[config.mk]
export PLATFORM = sky130hd
export DESIGN_NAME = round_robin_slice_scheduler
export DESIGN_NICKNAME = d
export VERILOG_FILES = /design/src/sv/rrss_pkg.sv /design/src/sv/rrss_ctrl.sv /design/src/sv/rrss_dp.sv /design/src/sv/round_robin_slice_scheduler.sv
export SDC_FILE = /design/constraint.sdc
export NUM_CORES = 1
export LEC_CHECK = 0
export BUFFER_PORTS_ARGS = -buffer_cell sky130_fd_sc_hd__buf_2
export CAP_MARGIN = 20
export CORE_MARGIN = 1
export CORE_UTILIZATION = 50
export DETAILED_ROUTE_END_ITERATION = 10
export HOLD_SLACK_MARGIN = 0.1
export PLACE_DENSITY = 0.73
export SLEW_MARGIN = 0
export SYNTH_ARGS = -nofsm -noshare
export SYNTH_HDL_FRONTEND = slang
export SYNTH_SLANG_ARGS = --single-unit
[constraint.sdc]
create_clock -name i_clk -period 7.8 [get_ports i_clk]
set_input_delay 0.78 -clock i_clk [delete_from_list [all_inputs] [get_ports i_clk]]
set_output_delay 0.78 -clock i_clk [all_outputs]
set_load 0.01 [all_outputs]
[src/sv/rrss_pkg.sv]
// Package for the round-robin slice scheduler: sizes, the controller state type
// and the command and status structs between controller and datapath. No dependencies.
`default_nettype none

package rrss_pkg;

    localparam int MAX_PROCS = 16;
    localparam int SLOT_W    = $clog2(MAX_PROCS);
    localparam int NUM_W     = SLOT_W + 1;

    localparam int TIME_W    = 12;
    localparam int CLK_W     = 17;
    localparam int CNT_W     = 5;
    localparam int PIDX_W    = 4;

    localparam logic [CLK_W-1:0] CLOCK_MAX = 17'h1FFFF;
    localparam logic [CNT_W-1:0] DONE_MAX  = 5'd31;

    localparam logic OP_LOAD = 1'b0;
    localparam logic OP_RUN  = 1'b1;

    localparam logic REG_QUANTUM = 1'b0;
    localparam logic REG_COUNT   = 1'b1;

    typedef enum logic [2:0] {
        ST_IDLE,
        ST_SCAN,
        ST_PICK,
        ST_RUN,
        ST_TAT,
        ST_OUT,
        ST_EMPTY
    } t_state;

    typedef struct packed {
        logic load_slot;
        logic start_scan;
        logic scan_step;
        logic pick;
        logic commit_run;
        logic calc_tat;
        logic load_out;
        logic load_empty;
    } t_cmd;

    typedef struct packed {
        logic n_zero;
        logic scan_last;
        logic pending;
    } t_sts;

endpackage

`default_nettype wire

[src/sv/rrss_ctrl.sv]
// Controller state machine of the round-robin slice scheduler.
// Depends on rrss_pkg; drives rrss_dp through t_cmd and reads t_sts.
`default_nettype none

module rrss_ctrl (
    input  wire logic          i_clk,
    input  wire logic          i_rst_n,
    input  wire logic          i_in_valid,
    input  wire logic          i_op,
    input  wire logic          i_out_stall,
    input  wire rrss_pkg::t_sts i_sts,
    output rrss_pkg::t_cmd     o_cmd,
    output logic               o_in_stall,
    output logic               o_out_valid
);

    rrss_pkg::t_state r_state;
    rrss_pkg::t_state n_state;
    logic             r_out_valid;
    logic             n_out_valid;
    logic             w_accept;
    logic             w_free;

    assign w_accept = i_in_valid && (r_state == rrss_pkg::ST_IDLE);
    // The result register can take a new transaction when empty or being drained.
    assign w_free   = !r_out_valid || !i_out_stall;

    always_comb begin
        n_state = r_state;
        case (r_state)
            rrss_pkg::ST_IDLE: begin
                if (w_accept && (i_op == rrss_pkg::OP_RUN)) begin
                    n_state = rrss_pkg::ST_SCAN;
                end
            end
            rrss_pkg::ST_SCAN: begin
                if (i_sts.n_zero || i_sts.scan_last) begin
                    n_state = rrss_pkg::ST_PICK;
                end
            end
            rrss_pkg::ST_PICK: begin
                n_state = i_sts.pending ? rrss_pkg::ST_RUN : rrss_pkg::ST_EMPTY;
            end
            rrss_pkg::ST_RUN: begin
                n_state = rrss_pkg::ST_TAT;
            end
            rrss_pkg::ST_TAT: begin
                n_state = rrss_pkg::ST_OUT;
            end
            rrss_pkg::ST_OUT, rrss_pkg::ST_EMPTY: begin
                if (w_free) begin
                    n_state = rrss_pkg::ST_IDLE;
                end
            end
            default: begin
                n_state = rrss_pkg::ST_IDLE;
            end
        endcase
    end

    always_comb begin
        o_cmd = '0;
        case (r_state)
            rrss_pkg::ST_IDLE: begin
                o_cmd.load_slot  = w_accept && (i_op == rrss_pkg::OP_LOAD);
                o_cmd.start_scan = w_accept && (i_op == rrss_pkg::OP_RUN);
            end
            rrss_pkg::ST_SCAN: begin
                o_cmd.scan_step = !i_sts.n_zero;
            end
            rrss_pkg::ST_PICK: begin
                o_cmd.pick = 1'b1;
            end
            rrss_pkg::ST_RUN: begin
                o_cmd.commit_run = 1'b1;
            end
            rrss_pkg::ST_TAT: begin
                o_cmd.calc_tat = 1'b1;
            end
            rrss_pkg::ST_OUT: begin
                o_cmd.load_out = w_free;
            end
            rrss_pkg::ST_EMPTY: begin
                o_cmd.load_empty = w_free;
            end
            default: begin
                o_cmd = '0;
            end
        endcase
    end

    always_comb begin
        n_out_valid = r_out_valid && i_out_stall;
        if (o_cmd.load_out || o_cmd.load_empty) begin
            n_out_valid = 1'b1;
        end
    end

    always_ff @(posedge i_clk) begin
        if (!i_rst_n) begin
            r_state     <= rrss_pkg::ST_IDLE;
            r_out_valid <= 1'b0;
        end else begin
            r_state     <= n_state;
            r_out_valid <= n_out_valid;
        end
    end

    assign o_in_stall  = (r_state != rrss_pkg::ST_IDLE);
    assign o_out_valid = r_out_valid;

    // A waiting result is never overwritten by the next one.
    a_no_overwrite: assert property (@(posedge i_clk) disable iff (!i_rst_n)
        (o_cmd.load_out || o_cmd.load_empty) |-> (!r_out_valid || !i_out_stall))
        else $error("result register overwritten while stalled");

    // With no active slots the scan takes no step and goes straight to the pick state.
    a_empty_scan: assert property (@(posedge i_clk) disable iff (!i_rst_n)
        (r_state == rrss_pkg::ST_SCAN && i_sts.n_zero) |=> (r_state == rrss_pkg::ST_PICK))
        else $error("scan with no active slots did not end");

    // A finished result that cannot drain keeps the controller in its output state.
    a_hold_out: assert property (@(posedge i_clk) disable iff (!i_rst_n)
        (r_state == rrss_pkg::ST_OUT && !w_free) |=> (r_state == rrss_pkg::ST_OUT))
        else $error("output state left while result register busy");

endmodule

`default_nettype wire

[src/sv/rrss_dp.sv]
// Datapath of the round-robin slice scheduler: slot tables, clock, scan trackers
// and the result register. Depends on rrss_pkg; steered by rrss_ctrl.
`default_nettype none

module rrss_dp (
    input  wire logic                          i_clk,
    input  wire logic                          i_rst_n,
    input  wire rrss_pkg::t_cmd                i_cmd,
    output rrss_pkg::t_sts                     o_sts,
    input  wire logic [rrss_pkg::PIDX_W-1:0]   i_slot_index,
    input  wire logic [rrss_pkg::TIME_W-1:0]   i_burst_time,
    input  wire logic [rrss_pkg::TIME_W-1:0]   i_arrival_time,
    input  wire logic [rrss_pkg::TIME_W-1:0]   i_cfg_quantum,
    input  wire logic [rrss_pkg::CNT_W-1:0]    i_cfg_count,
    output logic [rrss_pkg::PIDX_W-1:0]        o_process_index,
    output logic [rrss_pkg::CLK_W-1:0]         o_slice_start,
    output logic [rrss_pkg::CLK_W-1:0]         o_slice_end,
    output logic                               o_finished,
    output logic [rrss_pkg::CLK_W-1:0]         o_turnaround,
    output logic [rrss_pkg::CLK_W-1:0]         o_waiting,
    output logic                               o_idle_jump,
    output logic                               o_all_done
);

    localparam int SW = rrss_pkg::SLOT_W;
    localparam int NW = rrss_pkg::NUM_W;
    localparam int TW = rrss_pkg::TIME_W;
    localparam int CW = rrss_pkg::CLK_W;

    // Slot tables, one read address (r_idx) shared by all phases.
    logic [TW-1:0] r_rem [rrss_pkg::MAX_PROCS];
    logic [TW-1:0] r_arr [rrss_pkg::MAX_PROCS];
    logic [TW-1:0] r_bst [rrss_pkg::MAX_PROCS];

    logic [SW-1:0]             r_ptr;
    logic [CW-1:0]             r_clk;
    logic [rrss_pkg::CNT_W-1:0] r_cnt;

    logic [NW-1:0] r_n;
    logic [NW-1:0] r_k;
    logic [SW-1:0] r_idx;
    logic          r_pending;
    logic          r_ready;
    logic [SW-1:0] r_first_rdy;
    logic [TW-1:0] r_min_arr;
    logic [SW-1:0] r_min_idx;
    logic          r_idle;
    logic [CW-1:0] r_start;
    logic          r_fin;
    logic [CW-1:0] r_tat;

    logic [rrss_pkg::PIDX_W-1:0] r_o_pidx;
    logic [CW-1:0]               r_o_start;
    logic [CW-1:0]               r_o_end;
    logic                        r_o_fin;
    logic [CW-1:0]               r_o_tat;
    logic [CW-1:0]               r_o_wt;
    logic                        r_o_idle;
    logic                        r_o_alld;

    logic [TW-1:0] w_rem;
    logic [TW-1:0] w_arr;
    logic [TW-1:0] w_bst;
    logic          w_live;
    logic          w_rdy;
    logic [NW-1:0] w_n;
    logic [SW-1:0] w_start;
    logic [NW-1:0] w_idx_p1;
    logic [TW-1:0] w_q;
    logic          w_q_lt;
    logic [TW-1:0] w_run;
    logic [CW:0]   w_sum;
    logic [CW-1:0] w_wt;
    logic          w_slot_ok;

    assign w_rem  = r_rem[r_idx];
    assign w_arr  = r_arr[r_idx];
    assign w_bst  = r_bst[r_idx];
    assign w_live = (w_rem != '0);
    assign w_rdy  = w_live && (CW'(w_arr) <= r_clk);

    assign w_n = (32'(i_cfg_count) > rrss_pkg::MAX_PROCS) ?
                 NW'(rrss_pkg::MAX_PROCS) : NW'(i_cfg_count);
    assign w_start  = (NW'(r_ptr) < w_n) ? r_ptr : '0;
    assign w_idx_p1 = NW'(r_idx) + NW'(1);

    assign w_q    = (i_cfg_quantum == '0) ? TW'(1) : i_cfg_quantum;
    assign w_q_lt = (w_q < w_rem);
    assign w_run  = w_q_lt ? w_q : w_rem;
    assign w_sum  = {1'b0, r_clk} + (CW + 1)'(w_run);
    assign w_wt   = (r_tat > CW'(w_bst)) ? (r_tat - CW'(w_bst)) : '0;

    assign w_slot_ok = (32'(i_slot_index) < rrss_pkg::MAX_PROCS);

    assign o_sts.n_zero    = (r_n == '0);
    assign o_sts.scan_last = ((r_k + NW'(1)) == r_n);
    assign o_sts.pending   = r_pending;

    always_ff @(posedge i_clk) begin
        if (i_cmd.load_slot && w_slot_ok) begin
            r_rem[SW'(i_slot_index)] <= i_burst_time;
            r_arr[SW'(i_slot_index)] <= i_arrival_time;
            r_bst[SW'(i_slot_index)] <= i_burst_time;
        end else if (i_cmd.commit_run) begin
            r_rem[r_idx] <= w_rem - w_run;
        end
    end

    always_ff @(posedge i_clk) begin
        if (!i_rst_n) begin
            r_ptr     <= '0;
            r_clk     <= '0;
            r_cnt     <= '0;
            r_pending <= 1'b0;
            r_ready   <= 1'b0;
            r_idle    <= 1'b0;
        end else begin
            if (i_cmd.load_slot) begin
                r_ptr <= '0;
                r_clk <= '0;
                r_cnt <= '0;
            end
            if (i_cmd.start_scan) begin
                r_n       <= w_n;
                r_k       <= '0;
                r_idx     <= w_start;
                r_pending <= 1'b0;
                r_ready   <= 1'b0;
            end
            if (i_cmd.scan_step) begin
                if (w_live && !r_ready && w_rdy) begin
                    r_ready     <= 1'b1;
                    r_first_rdy <= r_idx;
                end
                // Strict compare keeps the first slot in scan order on a tie.
                if (w_live && (!r_pending || (w_arr < r_min_arr))) begin
                    r_min_arr <= w_arr;
                    r_min_idx <= r_idx;
                end
                if (w_live) begin
                    r_pending <= 1'b1;
                end
                r_idx <= (w_idx_p1 == r_n) ? '0 : w_idx_p1[SW-1:0];
                r_k   <= r_k + NW'(1);
            end
            if (i_cmd.pick && r_pending) begin
                // When nothing has arrived, the clock jumps to the earliest
                // arrival, and the first slot holding it is the one that runs.
                if (r_ready) begin
                    r_idx  <= r_first_rdy;
                    r_idle <= 1'b0;
                end else begin
                    r_idx  <= r_min_idx;
                    r_clk  <= CW'(r_min_arr);
                    r_idle <= 1'b1;
                end
            end
            if (i_cmd.commit_run) begin
                r_start <= r_clk;
                r_clk   <= (w_sum > (CW + 1)'(rrss_pkg::CLOCK_MAX)) ?
                           rrss_pkg::CLOCK_MAX : w_sum[CW-1:0];
                r_fin   <= !w_q_lt;
                r_ptr   <= (w_idx_p1 >= r_n) ? '0 : w_idx_p1[SW-1:0];
                if (!w_q_lt && (r_cnt != rrss_pkg::DONE_MAX)) begin
                    r_cnt <= r_cnt + rrss_pkg::CNT_W'(1);
                end
            end
        end
    end

    always_ff @(posedge i_clk) begin
        if (i_cmd.calc_tat) begin
            r_tat <= (r_clk > CW'(w_arr)) ? (r_clk - CW'(w_arr)) : '0;
        end
        if (i_cmd.load_out) begin
            r_o_pidx  <= rrss_pkg::PIDX_W'(r_idx);
            r_o_start <= r_start;
            r_o_end   <= r_clk;
            r_o_fin   <= r_fin;
            r_o_tat   <= r_fin ? r_tat : '0;
            r_o_wt    <= r_fin ? w_wt : '0;
            r_o_idle  <= r_idle;
            r_o_alld  <= 1'b0;
        end else if (i_cmd.load_empty) begin
            r_o_pidx  <= '0;
            r_o_start <= r_clk;
            r_o_end   <= r_clk;
            r_o_fin   <= 1'b0;
            r_o_tat   <= '0;
            r_o_wt    <= '0;
            r_o_idle  <= 1'b0;
            r_o_alld  <= 1'b1;
        end
    end

    assign o_process_index = r_o_pidx;
    assign o_slice_start   = r_o_start;
    assign o_slice_end     = r_o_end;
    assign o_finished      = r_o_fin;
    assign o_turnaround    = r_o_tat;
    assign o_waiting       = r_o_wt;
    assign o_idle_jump     = r_o_idle;
    assign o_all_done      = r_o_alld;

    // The clock never moves backward across a slice.
    a_clk_mono: assert property (@(posedge i_clk) disable iff (!i_rst_n)
        i_cmd.commit_run |=> (r_clk >= $past(r_clk)))
        else $error("clock moved backward during a slice");

    // After a slice the pointer lies inside the active range.
    a_ptr_range: assert property (@(posedge i_clk) disable iff (!i_rst_n)
        i_cmd.commit_run |=> ((NW'(r_ptr) < r_n) || (r_ptr == '0)))
        else $error("scan pointer outside active slots");

    // A slot is only run when it was found live during the scan.
    a_run_live: assert property (@(posedge i_clk) disable iff (!i_rst_n)
        i_cmd.commit_run |-> (r_pending && w_live))
        else $error("slice run on a finished slot");

endmodule

`default_nettype wire

[src/sv/round_robin_slice_scheduler.sv]
// Top level of the round-robin slice scheduler: configuration registers on an
// APB-style port, plus rrss_ctrl and rrss_dp. Depends on rrss_pkg.
//
// Usage. Input transactions carry an op bit. A load transaction (op 0) stores one slot's
// burst and arrival time and restarts the schedule: clock, scan pointer and completion
// tally go to zero. It produces no result. A run transaction (op 1)
// produces one result transaction: the slot that ran, the slice start and end times, and
// on completion the turnaround and waiting times. If no active slot has arrived yet, the
// clock first jumps to the earliest arrival and idle_jump is set. If every active slot is
// finished, the result has all_done set and no slice is run.
// Flow. The scan walks the slot tables one entry per cycle (the scan state is entered even
// with no active slot), then the controller picks the slot, commits the slice, forms the
// turnaround and loads the result in its output step, in that order. An all_done result
// skips the commit and turnaround steps. The input stalls while a run is in work, so the
// next transaction is taken only once the result is loaded. A stalled receiver does not
// block the next input, but a finished run waits in its output step until the output
// register drains. Reset (synchronous, active low) clears clock, pointer, tally and
// handshake state and sets quantum and slot count to one; slot tables are undefined
// until loaded. Configuration is to be written by the user only while idle; the block
// itself does not enforce it.
`default_nettype none

module round_robin_slice_scheduler (
    input  wire logic                         i_clk,
    input  wire logic                         i_rst_n,
    // Configuration port
    input  wire logic                         psel,
    input  wire logic                         penable,
    input  wire logic                         pwrite,
    input  wire logic [2:0]                   paddr,
    input  wire logic [31:0]                  pwdata,
    output logic [31:0]                       prdata,
    output logic                              pready,
    // Input channel
    input  wire logic                         i_in_valid,
    output logic                              o_in_stall,
    input  wire logic                         i_op,
    input  wire logic [rrss_pkg::PIDX_W-1:0]  i_slot_index,
    input  wire logic [rrss_pkg::TIME_W-1:0]  i_burst_time,
    input  wire logic [rrss_pkg::TIME_W-1:0]  i_arrival_time,
    // Output channel
    output logic                              o_out_valid,
    input  wire logic                         i_out_stall,
    output logic [rrss_pkg::PIDX_W-1:0]       o_process_index,
    output logic [rrss_pkg::CLK_W-1:0]        o_slice_start,
    output logic [rrss_pkg::CLK_W-1:0]        o_slice_end,
    output logic                              o_finished,
    output logic [rrss_pkg::CLK_W-1:0]        o_turnaround,
    output logic [rrss_pkg::CLK_W-1:0]        o_waiting,
    output logic                              o_idle_jump,
    output logic                              o_all_done
);

    logic [rrss_pkg::TIME_W-1:0] r_quantum;
    logic [rrss_pkg::CNT_W-1:0]  r_count;
    logic                        w_wr;
    rrss_pkg::t_cmd              w_cmd;
    rrss_pkg::t_sts              w_sts;

    // The register index is address bit 2; the two low bits select a byte lane
    // and are ignored.
    assign pready = 1'b1;
    assign w_wr   = psel && penable && pwrite;

    always_ff @(posedge i_clk) begin
        if (!i_rst_n) begin
            r_quantum <= rrss_pkg::TIME_W'(1);
            r_count   <= rrss_pkg::CNT_W'(1);
        end else if (w_wr) begin
            case (paddr[2])
                rrss_pkg::REG_QUANTUM: begin
                    r_quantum <= pwdata[rrss_pkg::TIME_W-1:0];
                end
                rrss_pkg::REG_COUNT: begin
                    r_count <= pwdata[rrss_pkg::CNT_W-1:0];
                end
                default: begin
                    r_count <= r_count;
                end
            endcase
        end
    end

    always_comb begin
        case (paddr[2])
            rrss_pkg::REG_QUANTUM: prdata = 32'(r_quantum);
            rrss_pkg::REG_COUNT:   prdata = 32'(r_count);
            default:               prdata = '0;
        endcase
    end

    rrss_ctrl u_ctrl (
        .i_clk       (i_clk),
        .i_rst_n     (i_rst_n),
        .i_in_valid  (i_in_valid),
        .i_op        (i_op),
        .i_out_stall (i_out_stall),
        .i_sts       (w_sts),
        .o_cmd       (w_cmd),
        .o_in_stall  (o_in_stall),
        .o_out_valid (o_out_valid)
    );

    rrss_dp u_dp (
        .i_clk           (i_clk),
        .i_rst_n         (i_rst_n),
        .i_cmd           (w_cmd),
        .o_sts           (w_sts),
        .i_slot_index    (i_slot_index),
        .i_burst_time    (i_burst_time),
        .i_arrival_time  (i_arrival_time),
        .i_cfg_quantum   (r_quantum),
        .i_cfg_count     (r_count),
        .o_process_index (o_process_index),
        .o_slice_start   (o_slice_start),
        .o_slice_end     (o_slice_end),
        .o_finished      (o_finished),
        .o_turnaround    (o_turnaround),
        .o_waiting       (o_waiting),
        .o_idle_jump     (o_idle_jump),
        .o_all_done      (o_all_done)
    );

endmodule

`default_nettype wire

==> impl_results.md, run 1 <==
* Clk pwr share at 0.292
* Post-synth top area share at 0.6588
* Commonest non-fill, non-tap cells in the layout: edfxtp_1, mux4_2, buf_2
* Post-Syn Area at 0.03278 mm2
* # port buffers at 137
* Drt first pass iters at 5
* Leakage at 0.01269 uW
* F_max at 147.2 MHz
* Worst Max-Slew Pin Slew at 1.045 ns
* Io pins at 181
* Drt drc at 0
* Ys Warns at 0
* Die Y at 258.0 um
* Worst skew pair latency at 0.63 ns
* Final setup fails at 0
* Initial antenna violation count at 8
* Tmin final at 6.794 ns
* Layout cells sized above 1 at 0.2482
* Setup Crit Path Kind: reg -> reg
* Count of pins over their slew limit at 0
* Number of synthesized flops with an enable pin at 719
* Req. time, crit path at 8.27 ns
* Fin. Hold Viols at 0
* Core Region at 0.06458 mm2
* Cell count after synthesis at 1964
* P_sw at 3767 uW
* Cells on worst reg2reg path at 23
* Post-placement cell area at 0.03457 mm2
* Setup Buffers After CTS at 0
* Vias at 18350
* Synth Area per Inst at 16.69 um2
* Wire length of the first global-routing pass at 113.1 mm
* Gp weighted congestion at 0.9145
* Worst R2R Setup Slack at 1.01 ns
* CTS tree: done
* Top post-synthesis cells by area: edfxtp_1, mux4_2, dfxtp_1
* RSZ-0062 raised after global routing: false
* Largest net degree at the start of global routing at 97
* Via-to-Cell Ratio at 6.005
* Hold Crit Class: in -> reg
* H-tree depth at 3
* Area Growth Syn to Fin at 12.98%
* Hold_buf cts at 0
* Relative slew slack at 0.3027
* WHS Path Cells at 3
* Async S/R FF share, synth at 0
* Nets at 2290
* Final WL at 75.81 mm
* Top FF cell, synth: edfxtp_1
* Internal power at 8300 uW
* Die W at 258.0 um
* Die ar. at 0.06658 mm2
* TritonCTS Buffers at 76
* Post-CTS Resized at 0
* Run status: complete, no violations
* Hold_ws at 0.3873 ns
* Core Rows at 93
* Sequential power share at 0.412
* Max FO, Critical Path at 22
* Clk sinks at 769
* Synth area leader: edfxtp_1
* GRT overflow at 0
* Setup crit start kind: flop
* Count of cell types in the netlist at 65
* Seq/Total Area, Yosys at 0.6893
* Element type at the critical path end: flop
* Clk root buf: clkbuf_16
* Yosys reg bits at 769
* Starting Density at 0.5075
* Starting DRT DRC Count at 1857
* Power Dens Cells at 325.9 mW/mm2
* GRT Util Overall at 0.2295
* Clock Tree Buf Depth at 3
* Commonest non-fill, non-tap cell in the layout: edfxtp_1
* Reg clk slew, reported paths at 0.06 ns
* Clock skew at 0.02181 ns
* Detailed Place HPWL at 45.81 mm
* Post-route ant nets at 0
* Cell area after layout at 0.03703 mm2
* Final period util at 0.8711
* Setup TNS at 0 ns
* Max-cap violation count at 0
* Peak supply drop at 0.2109 mV
* Layout Utilization at 0.5734
* DR WL/cell at 24.81 um
* Vias in the first global route at 18410
* Logic pwr share at 0.295
* Switch share at 0.3122
* CP arrival at 7.27 ns
[cells by family after synthesis]
logic type,count (synthesis),synth area share
DFF,769,0.6893
other,2,0.0002291
and+or+nand+nor,391,0.05719
adders and majority gates,82,0.03218
muxes,220,0.1343
xor gates and xnor gates,46,0.01229
buffers and inverters,211,0.02737
AOI/OAI and AO/OA,243,0.04715
[path summary, 6_finish.rpt]
path                       startpoint                    endpoint
max reg2reg                      flop  u_dp.r_rem[1][9]$_DFFE_PP_
min                         pwdata[0]     r_count[0]$_SDFFE_PN1P_
min reg2reg  u_dp.r_idle$_SDFFE_PN0P_    u_dp.r_idle$_SDFFE_PN0P_
max                              flop  u_dp.r_rem[1][9]$_DFFE_PP_
[layer usage]
metal / routed length (um) / share of wire / GRT usage / up-vias
li1: - / - / - / 8017
met1: 29630 / 0.39 / 0.2984 / 9344
met2: 37710 / 0.50 / 0.3865 / 847
met3: 6133 / 0.081 / 0.04338 / 132
met4: 2251 / 0.030 / 0.08268 / 12
met5: 78 / 0.0010 / 0 / -
[layout make-up]
type	count	area, um2
well taps	855	1070
multi-input cells	1003	9458
flip-flops and latches	769	22600
inverters	99	371.6
fillers	4784	27550
repair buffers	189	1121
diodes	1	2.502
clock buffers	92	2003
clock inverters	48	401.6
[metrics by stage]
stage	setup slack, ns	cells	total power, uW
final	1.006	3056	12070
after global routing	0.4981	3056	12610
after CTS	0.8185	3052	12100
after detailed placement	0.8446	2912	8588
after global placement	0.9142	2908	8508
after floorplan	1.244	1983	7594
[power groups by stage]
stage	sequential, uW	clock [uW]	combinational [uW]
finish	4980	3520	3560
global route	5000	3720	3890
CTS	4980	3570	3560
detailed placement	5070	0	3520
global placement	5060	0	3450
floorplan	4920	0	2670
[state kept, by name (all words and copies together) (netlist names), 17 cells and up, named ones only]
| name | cells |
|---|---|
| u_dp.r_tat | 17 |
| u_dp.o_slice_start | 17 |
| u_dp.o_slice_end | 17 |
| u_dp.o_waiting | 17 |
| u_dp.r_start | 17 |
| u_dp.r_rem | 192 |
| u_dp.r_arr | 192 |
| u_dp.r_clk | 17 |
| u_dp.o_turnaround | 17 |
| u_dp.r_bst | 192 |
[cell usage after synthesis (21+ instances only)]
cell type and number:
edfxtp_1 719, mux4_2 173, nand2_1 111, inv_1 98
nor2_1 94, a21oi_1 77, ha_1 77, clkbuf_1 64
o21ai_0 56, dfxtp_1 50, nor3_1 38, xnor2_1 29
nand3_1 28, and3_1 25, mux2_2 24, nor2b_1 23
mux2i_1 22, buf_4 21
[worst max-delay path, stage by stage, from the launching register on]
cell	delay (ns)
dfxtp_4	0.63
buf_12	0.26
mux4_2	0.53
mux4_2	0.57
inv_1	0.15
ha_1	0.25
o21a_1	0.17
o21a_1	0.16
o211ai_1	0.15
a31oi_1	0.09
a221oi_4	0.47
inv_1	0.16
a21oi_1	0.25
ha_1	0.19
inv_1	0.06
a21o_1	0.17
a21oi_1	0.21
o21ai_0	0.26
a311oi_1	0.43
o21ai_0	0.19
nor3_1	0.20
xor2_1	0.13
o21ai_0	0.64
buf_4	0.29
Note: power is estimated with default switching activity, not from simulation.
==> inputs of run 2 (changes only) <==
--- a/config.mk
+++ b/config.mk
@@ -6,11 +6,11 @@
 export NUM_CORES = 1
 export LEC_CHECK = 0
 export BUFFER_PORTS_ARGS = -buffer_cell sky130_fd_sc_hd__buf_2
-export CAP_MARGIN = 20
 export CORE_MARGIN = 1
 export CORE_UTILIZATION = 50
 export DETAILED_ROUTE_END_ITERATION = 10
 export HOLD_SLACK_MARGIN = 0.1
+export MAX_ROUTING_LAYER = met4
 export PLACE_DENSITY = 0.73
 export SLEW_MARGIN = 0
 export SYNTH_ARGS = -nofsm -noshare
==> run 2 against run 1 <==
  * Die area unchanged
  * First-iteration DRC count grew 3.7%
  * Non-clock buffer count decreased by 8
  * Total power increased by 0.50%
  * Routed wire length barely moved
  * Sequential share of layout area grew 0.11 points
  * Sequential power hardly changed
  * Critical path depth fell by 1
  * Utilization shrank 0.10 points
  * Global-route usage grew 0.85 points
==> impl_results.md, run 2 (synthesis results as in run 1) <==
* Run status: complete, no violations
* Relative slew slack at 0.2249 (-0.07781)
* Die W at 258.0 um (unchanged)
* Setup Buffers After CTS at 0 (unchanged)
* Commonest non-fill, non-tap cell in the layout: edfxtp_1
* F_max at 142.7 MHz (-3.1%)
* TritonCTS Buffers at 75 (-1.3%)
* Core Region at 0.06458 mm2 (unchanged)
* Layout cells sized above 1 at 0.2462 (-0.001958)
* FF/Latch Area at 0.02260 mm2 (unchanged)
* Leakage at 0.01263 uW (-0.49%)
* Clock Tree Buf Depth at 3 (unchanged)
* Clk sinks at 769 (unchanged)
* Req. time, crit path at 8.08 ns (-0.19 ns)
* Setup Crit Path Kind: reg -> reg
* Starting DRT DRC Count at 1925 (+3.7%)
* Worst skew pair latency at 0.65 ns (+0.02 ns)
* Die ar. at 0.06658 mm2 (unchanged)
* Max-cap violation count at 0 (unchanged)
* Commonest non-fill, non-tap cells in the layout: edfxtp_1, mux4_2, buf_2
* DP Worst Slack at 0.6421 ns (-0.2025 ns)
* Max FO, Critical Path at 27 (+23%)
* Worst Max-Slew Pin Slew at 1.161 ns (+0.1166 ns)
* Drt first pass iters at 5 (unchanged)
* Area Growth Syn to Fin at 12.78%
* Final WL at 75.74 mm (about the same)
* Nets at 2281 (-0.39%)
* GRT overflow at 0 (unchanged)
* Hold Crit Class: in -> reg
* Post-CTS Resized at 0 (unchanged)
* Inst Count DP at 2906 (-0.21%)
* Clock skew at 0.02586 ns (+0.004049 ns)
* Vias in the first global route at 18250 (-0.88%)
* GRT Util Overall at 0.2380 (+0.008519)
* Io pins at 181 (unchanged)
* Tmin final at 7.009 ns (+0.2149 ns)
* Post-route ant nets at 0 (unchanged)
* Starting Density at 0.5075 (unchanged)
* CP arrival at 7.29 ns (+0.02 ns)
* Overall Power at 12130 uW (+0.50%)
* DR WL/cell at 24.85 um (+0.18%)
* Final setup fails at 0 (unchanged)
* Drt drc at 0 (unchanged)
* Hold_buf cts at 0 (unchanged)
* Fin. Hold Viols at 0 (unchanged)
* RSZ-0062 raised after global routing: false
* Vias at 18210 (-0.77%)
* # port buffers at 137 (unchanged)
* Initial antenna violation count at 8 (unchanged)
* Gp weighted congestion at 0.9168 (+0.25%)
* Via-to-Cell Ratio at 5.974 (-0.51%)
* Biggest regs: u_dp.r_arr x192, u_dp.r_bst x192, u_dp.r_rem x192
* Clk root buf: clkbuf_16
* Setup TNS at 0 ns (unchanged)
* Core Rows at 93 (unchanged)
* Number of fill cells at 4762 (-0.46%)
* Power Dens Cells at 328.1 mW/mm2 (+0.68%)
* Final period util at 0.8986 (+0.02755)
* Detailed Place HPWL at 45.65 mm (-0.35%)
* Worst Slack Setup Final at 0.7908 ns (-0.2149 ns)
* Peak supply drop at 0.2340 mV (+11%)
* H-tree depth at 3 (unchanged)
* Layout Utilization at 0.5724 (-0.001027)
* Reg clk slew, reported paths at 0.06 ns (about the same)
* CTS tree: done
* Setup crit start kind: flop
* Multi-input gate area at 0.009465 mm2 (about the same)
* Final instance count without filler cells at 3048 (-0.26%)
* Count of pins over their slew limit at 0 (unchanged)
* Largest net degree at the start of global routing at 97 (unchanged)
* Element type at the critical path end: flop
* Wire length of the first global-routing pass at 113.7 mm (+0.53%)
* Die Y at 258.0 um (unchanged)
-- run 2: cell count changes in the layout (fill, tap and decap cells not counted), moves of 2 or more --
cell        before  now
clkinv_1        19    6
clkbuf_1        13   23
diode_2          1    8
o21ai_0         56   52
o21ai_1          0    4
buf_4           46   43
bufinv_16        3    6
clkinvlp_4       4    1
nor2_1          68   65
nor2_2          25   28
buf_2          139  137
-- run 2: critical path: stages, from the launching register on --
cell      delay, ns
dfxtp_4        0.68
buf_4          0.33
mux4_2         0.54
mux4_2         0.57
inv_1          0.11
ha_1           0.25
a21oi_1        0.15
nor2_1         0.06
a211o_1        0.35
a221oi_4       0.37
inv_1          0.16
a21oi_1        0.28
ha_1           0.20
inv_1          0.06
a21o_1         0.17
a21oi_1        0.22
o21ai_0        0.12
buf_4          0.16
a311oi_1       0.38
o21ai_0        0.21
o32ai_2        0.30
xor2_1         0.10
a21oi_1        0.86
-- run 2: power breakdown --
group	internal [uW]	switching, uW	leakage, uW
Clock	2030	1540	0.00117
Sequential	4760	228	0.00688
Combinational	1590	1990	0.00458
Total	8380	3750	0.0126
-- run 2: stage by stage --
stage          hold slack (ns)  area, um2
3_5_place_dp            0.4755      34530
6_report                0.3721      36960
2_1_floorplan           0.4237      32850
5_1_grt                 0.3869      36960
3_3_place_gp            0.4638      34530
4_1_cts                 0.3552      36940
-- run 2: layer usage --
layer  share of wire  global-route usage
met5               0                   -
met2            0.50              0.3829
met4           0.030             0.08794
met1            0.40              0.3042
met3           0.073             0.04201
-- run 2: cell type report --
class	count	area share
antenna	8	0.0005416
clock buffer	100	0.05416
inverter	99	0.01005
tap	855	0.02894
clock inverter	33	0.01093
multi-input combinational	1003	0.2561
timing repair buffer	181	0.02782
sequential	769	0.6115
-- run 2: worst paths after layout --
check                                               from                            to  slack (ns)  depth (start not counted)
worst min-delay path                           pwdata[0]       r_count[0]$_SDFFE_PN1P_        0.37                          3
worst max register to register                      flop  u_dp.r_rem[10][11]$_DFFE_PP_        0.79                         22
worst max-delay path                                flop  u_dp.r_rem[10][11]$_DFFE_PP_        0.79                         22
worst min register to register  u_dp.r_idle$_SDFFE_PN0P_      u_dp.r_idle$_SDFFE_PN0P_        0.48                          2
==> inputs of run 3 (changes only) <==
--- a/config.mk
+++ b/config.mk
@@ -7,11 +7,11 @@
 export LEC_CHECK = 0
 export BUFFER_PORTS_ARGS = -buffer_cell sky130_fd_sc_hd__buf_2
 export CORE_MARGIN = 1
-export CORE_UTILIZATION = 50
+export CORE_UTILIZATION = 60
 export DETAILED_ROUTE_END_ITERATION = 10
 export HOLD_SLACK_MARGIN = 0.1
 export MAX_ROUTING_LAYER = met4
-export PLACE_DENSITY = 0.73
+export PLACE_DENSITY = 0.85
 export SLEW_MARGIN = 0
 export SYNTH_ARGS = -nofsm -noshare
 export SYNTH_HDL_FRONTEND = slang
==> run 3 against run 2 <==
  * Clock power grew 4%
  * Sequential share of layout area is 0.16 points higher
  * Final cell count fell by 5.0%
  * Non-clock buffer count increased by 8
  * Global-route usage is 7.8 points higher
  * Setup slack got worse by 0.016 ns
  * Utilization is 11 points higher
  * Highest routed layer unchanged
==> impl_results.md, run 3 (synthesis results as in run 1) <==
* Nets at 2289 (+0.35%)
* # port buffers at 137 (unchanged)
* CP bufs+invs at 4 (-1)
* H-tree depth at 3 (unchanged)
* WHS Path Cells at 3 (unchanged)
* Area Growth Syn to Fin at 12.48%
* Clk root buf: clkbuf_16
* Fin. Hold Viols at 0 (unchanged)
* Largest net degree at the start of global routing at 75 (-23%)
* Layout Utilization at 0.6837 (+0.1114)
* Hold_ws at 0.3995 ns (+0.02742 ns)
* Worst skew pair latency at 0.63 ns (-0.02 ns)
* Core Region at 0.05392 mm2 (-17%)
* Final WL at 84.87 mm (+12%)
* Hold Path Origin: pwdata[0]
* Initial antenna violation count at 6 (-2)
* Setup Crit Path Kind: reg -> reg
* Hold Path Sink: r_count[0]$_SDFFE_PN1P_
* CP arrival at 7.29 ns (about the same)
* CP max stage delay at 0.83 ns (-0.03 ns)
* Worst Max-Slew Pin Slew at 1.118 ns (-0.04320 ns)
* Die W at 235.7 um (-8.6%)
* TritonCTS Buffers at 75 (unchanged)
* Wire length of the first global-routing pass at 124.1 mm (+9.1%)
* Gp weighted congestion at 0.9430 (+2.9%)
* Critical path's slowest cell: a21oi_1
* Layout cells sized above 1 at 0.2475 (+0.001269)
* Post-CTS Resized at 0 (unchanged)
* F_max at 142.3 MHz (-0.23%)
* Hold Crit Class: in -> reg
* DR WL/cell at 29.31 um (+18%)
* Detailed Place HPWL at 47.52 mm (+4.1%)
* Run status: complete, no violations
* Post-route ant nets at 0 (unchanged)
* CP top delay family: compound AO/OA/AOI/OAI gates
* P_sw at 3935 uW (+4.9%)
* Worst R2R Setup Slack at 0.77 ns (-0.02 ns)
* Vias at 19610 (+7.7%)
* DP Worst Slack at 0.5305 ns (-0.1116 ns)
* Io pins at 181 (unchanged)
* GRT overflow at 0 (unchanged)
* Commonest non-fill, non-tap cells in the layout: edfxtp_1, mux4_2, buf_2
* Drt first pass iters at 7 (+2)
* Switch share at 0.3170 (+0.007697)
* Crit path cell chain: buf_12 > mux4_2 > mux4_2 > inv_1 > ha_1 > a21o_1 > a21o_1 > a211o_1 > a221oi_4 > inv_1 > a21oi_1 > ha_1 > inv_1 > a21o_1 > a21oi_1 > o21ai_0 > a311oi_1 > o21ai_0 > o32ai_2 > xor2_1 > a21oi_1
* Reg clk slew, reported paths at 0.06 ns (about the same)
* Biggest regs: u_dp.r_arr x192, u_dp.r_bst x192, u_dp.r_rem x192
* Hold_buf cts at 0 (unchanged)
* Setup TNS at 0 ns (unchanged)
* Internal power at 8481 uW (+1.2%)
* Max FO, Critical Path at 25 (-7.4%)
* Clk pwr share at 0.297 (+0.003)
* Logic pwr share at 0.300 (+0.005)
* Sequential power share at 0.403 (-0.008)
* Die Y at 235.7 um (-8.6%)
* Die ar. at 0.05556 mm2 (-17%)
* Core Rows at 85 (-8.6%)
* Number of fill cells at 3183 (-33%)
* GRT Util Overall at 0.3156 (+0.07761)
* Peak supply drop at 0.1967 mV (-16%)
* Starting Density at 0.6078 (+0.1003)
* Commonest non-fill, non-tap cell in the layout: edfxtp_1
* RSZ-0062 raised after global routing: false
* Cells on worst reg2reg path at 21 (-4.5%)
* Setup Buffers After CTS at 0 (unchanged)
* Vias in the first global route at 19530 (+7.0%)
* Req. time, crit path at 8.06 ns (-0.02 ns)
* Overall Power at 12420 uW (+2.4%)
* Power Dens Cells at 336.8 mW/mm2 (+2.7%)
* Clock Tree Buf Depth at 3 (unchanged)
* Element type at the critical path end: flop
* Count of pins over their slew limit at 0 (unchanged)
* Worst Slack Setup Final at 0.7746 ns (-0.01619 ns)
* Setup crit start kind: flop
* Max-cap violation count at 0 (unchanged)
* Via-to-Cell Ratio at 6.771 (+13%)
* Worst flop-to-flop path endpoint: u_dp.r_rem[9][11]$_DFFE_PP_
* Tmin final at 7.025 ns (+0.01619 ns)
* Clock skew at 0.03145 ns (+0.005592 ns)
* Leakage at 0.01271 uW (+0.61%)
* CTS tree: done
* Drt drc at 0 (unchanged)
* Starting DRT DRC Count at 2684 (+39%)
* Final period util at 0.9007 (+0.002075)
* Relative slew slack at 0.2495 (+0.02458)
* Clk sinks at 769 (unchanged)
* Final setup fails at 0 (unchanged)
==> run 3: cell count changes in the layout (fill, tap and decap cells not counted), sizes merged <==
cell	previous run	this run
inv	102	104
bufinv	6	9
clkinvlp	1	5
diode	8	6
clkinv	23	28
buf	181	189
clkbuf	100	87
==> run 3: worst max path at each step <==
stage               slack, ns  startpoint  depth (start not counted)                      endpoint
global route             0.30        flop                         20  u_dp.r_rem[11][11]$_DFFE_PP_
CTS                      0.47        flop                         21   u_dp.r_rem[14][9]$_DFFE_PP_
floorplan                1.24        flop                         25    u_dp.r_rem[0][9]$_DFFE_PP_
detailed placement       0.53        flop                         21   u_dp.r_rem[14][9]$_DFFE_PP_
finish                   0.77        flop                         21   u_dp.r_rem[9][11]$_DFFE_PP_
global placement         0.95        flop                         21   u_dp.r_rem[10][9]$_DFFE_PP_
==> run 3: worst min-delay path, cell delays in order <==
cell     delay [ns]
buf_2          0.09
mux2i_1        0.06
nand2_1        0.05
==> run 3: cell type report <==
class / count / area, um2 / area share
Antenna cell: 6 / 15.01 / 0.0004073
Clock buffer: 87 / 1973 / 0.05352
Clock inverter: 47 / 503.0 / 0.01364
Inverter: 99 / 371.6 / 0.01008
Multi-Input combinational cell: 1003 / 9443 / 0.2561
Sequential cell: 769 / 22600 / 0.6131
Tap cell: 696 / 870.8 / 0.02362
Timing Repair Buffer: 189 / 1089 / 0.02953
==> run 3: per-layer routing <==
layer | global-route usage | vias up | share of wire
met1 | 0.3884 | 9786 | 0.35
met3 | 0.05793 | 315 | 0.11
met5 | - | - | 0
met2 | 0.5044 | 1497 | 0.49
met4 | 0.1632 | 0 | 0.053
li1 | - | 8011 | -
==> run 3: through the flow <==
stage / area [um2] / instances
global route: 36870 / 2896
floorplan: 32850 / 1983
global placement: 34380 / 2756
detailed placement: 34380 / 2756
finish: 36870 / 2896
CTS: 36850 / 2890
==> run 3: power groups by stage <==
stage	Sequential, uW	Combinational (uW)	Clock, uW
floorplan	4920	2670	0
global placement	5060	3380	0
detailed placement	5070	3520	0
CTS	5000	3630	3700
global route	5010	3950	3860
finish	5000	3720	3690
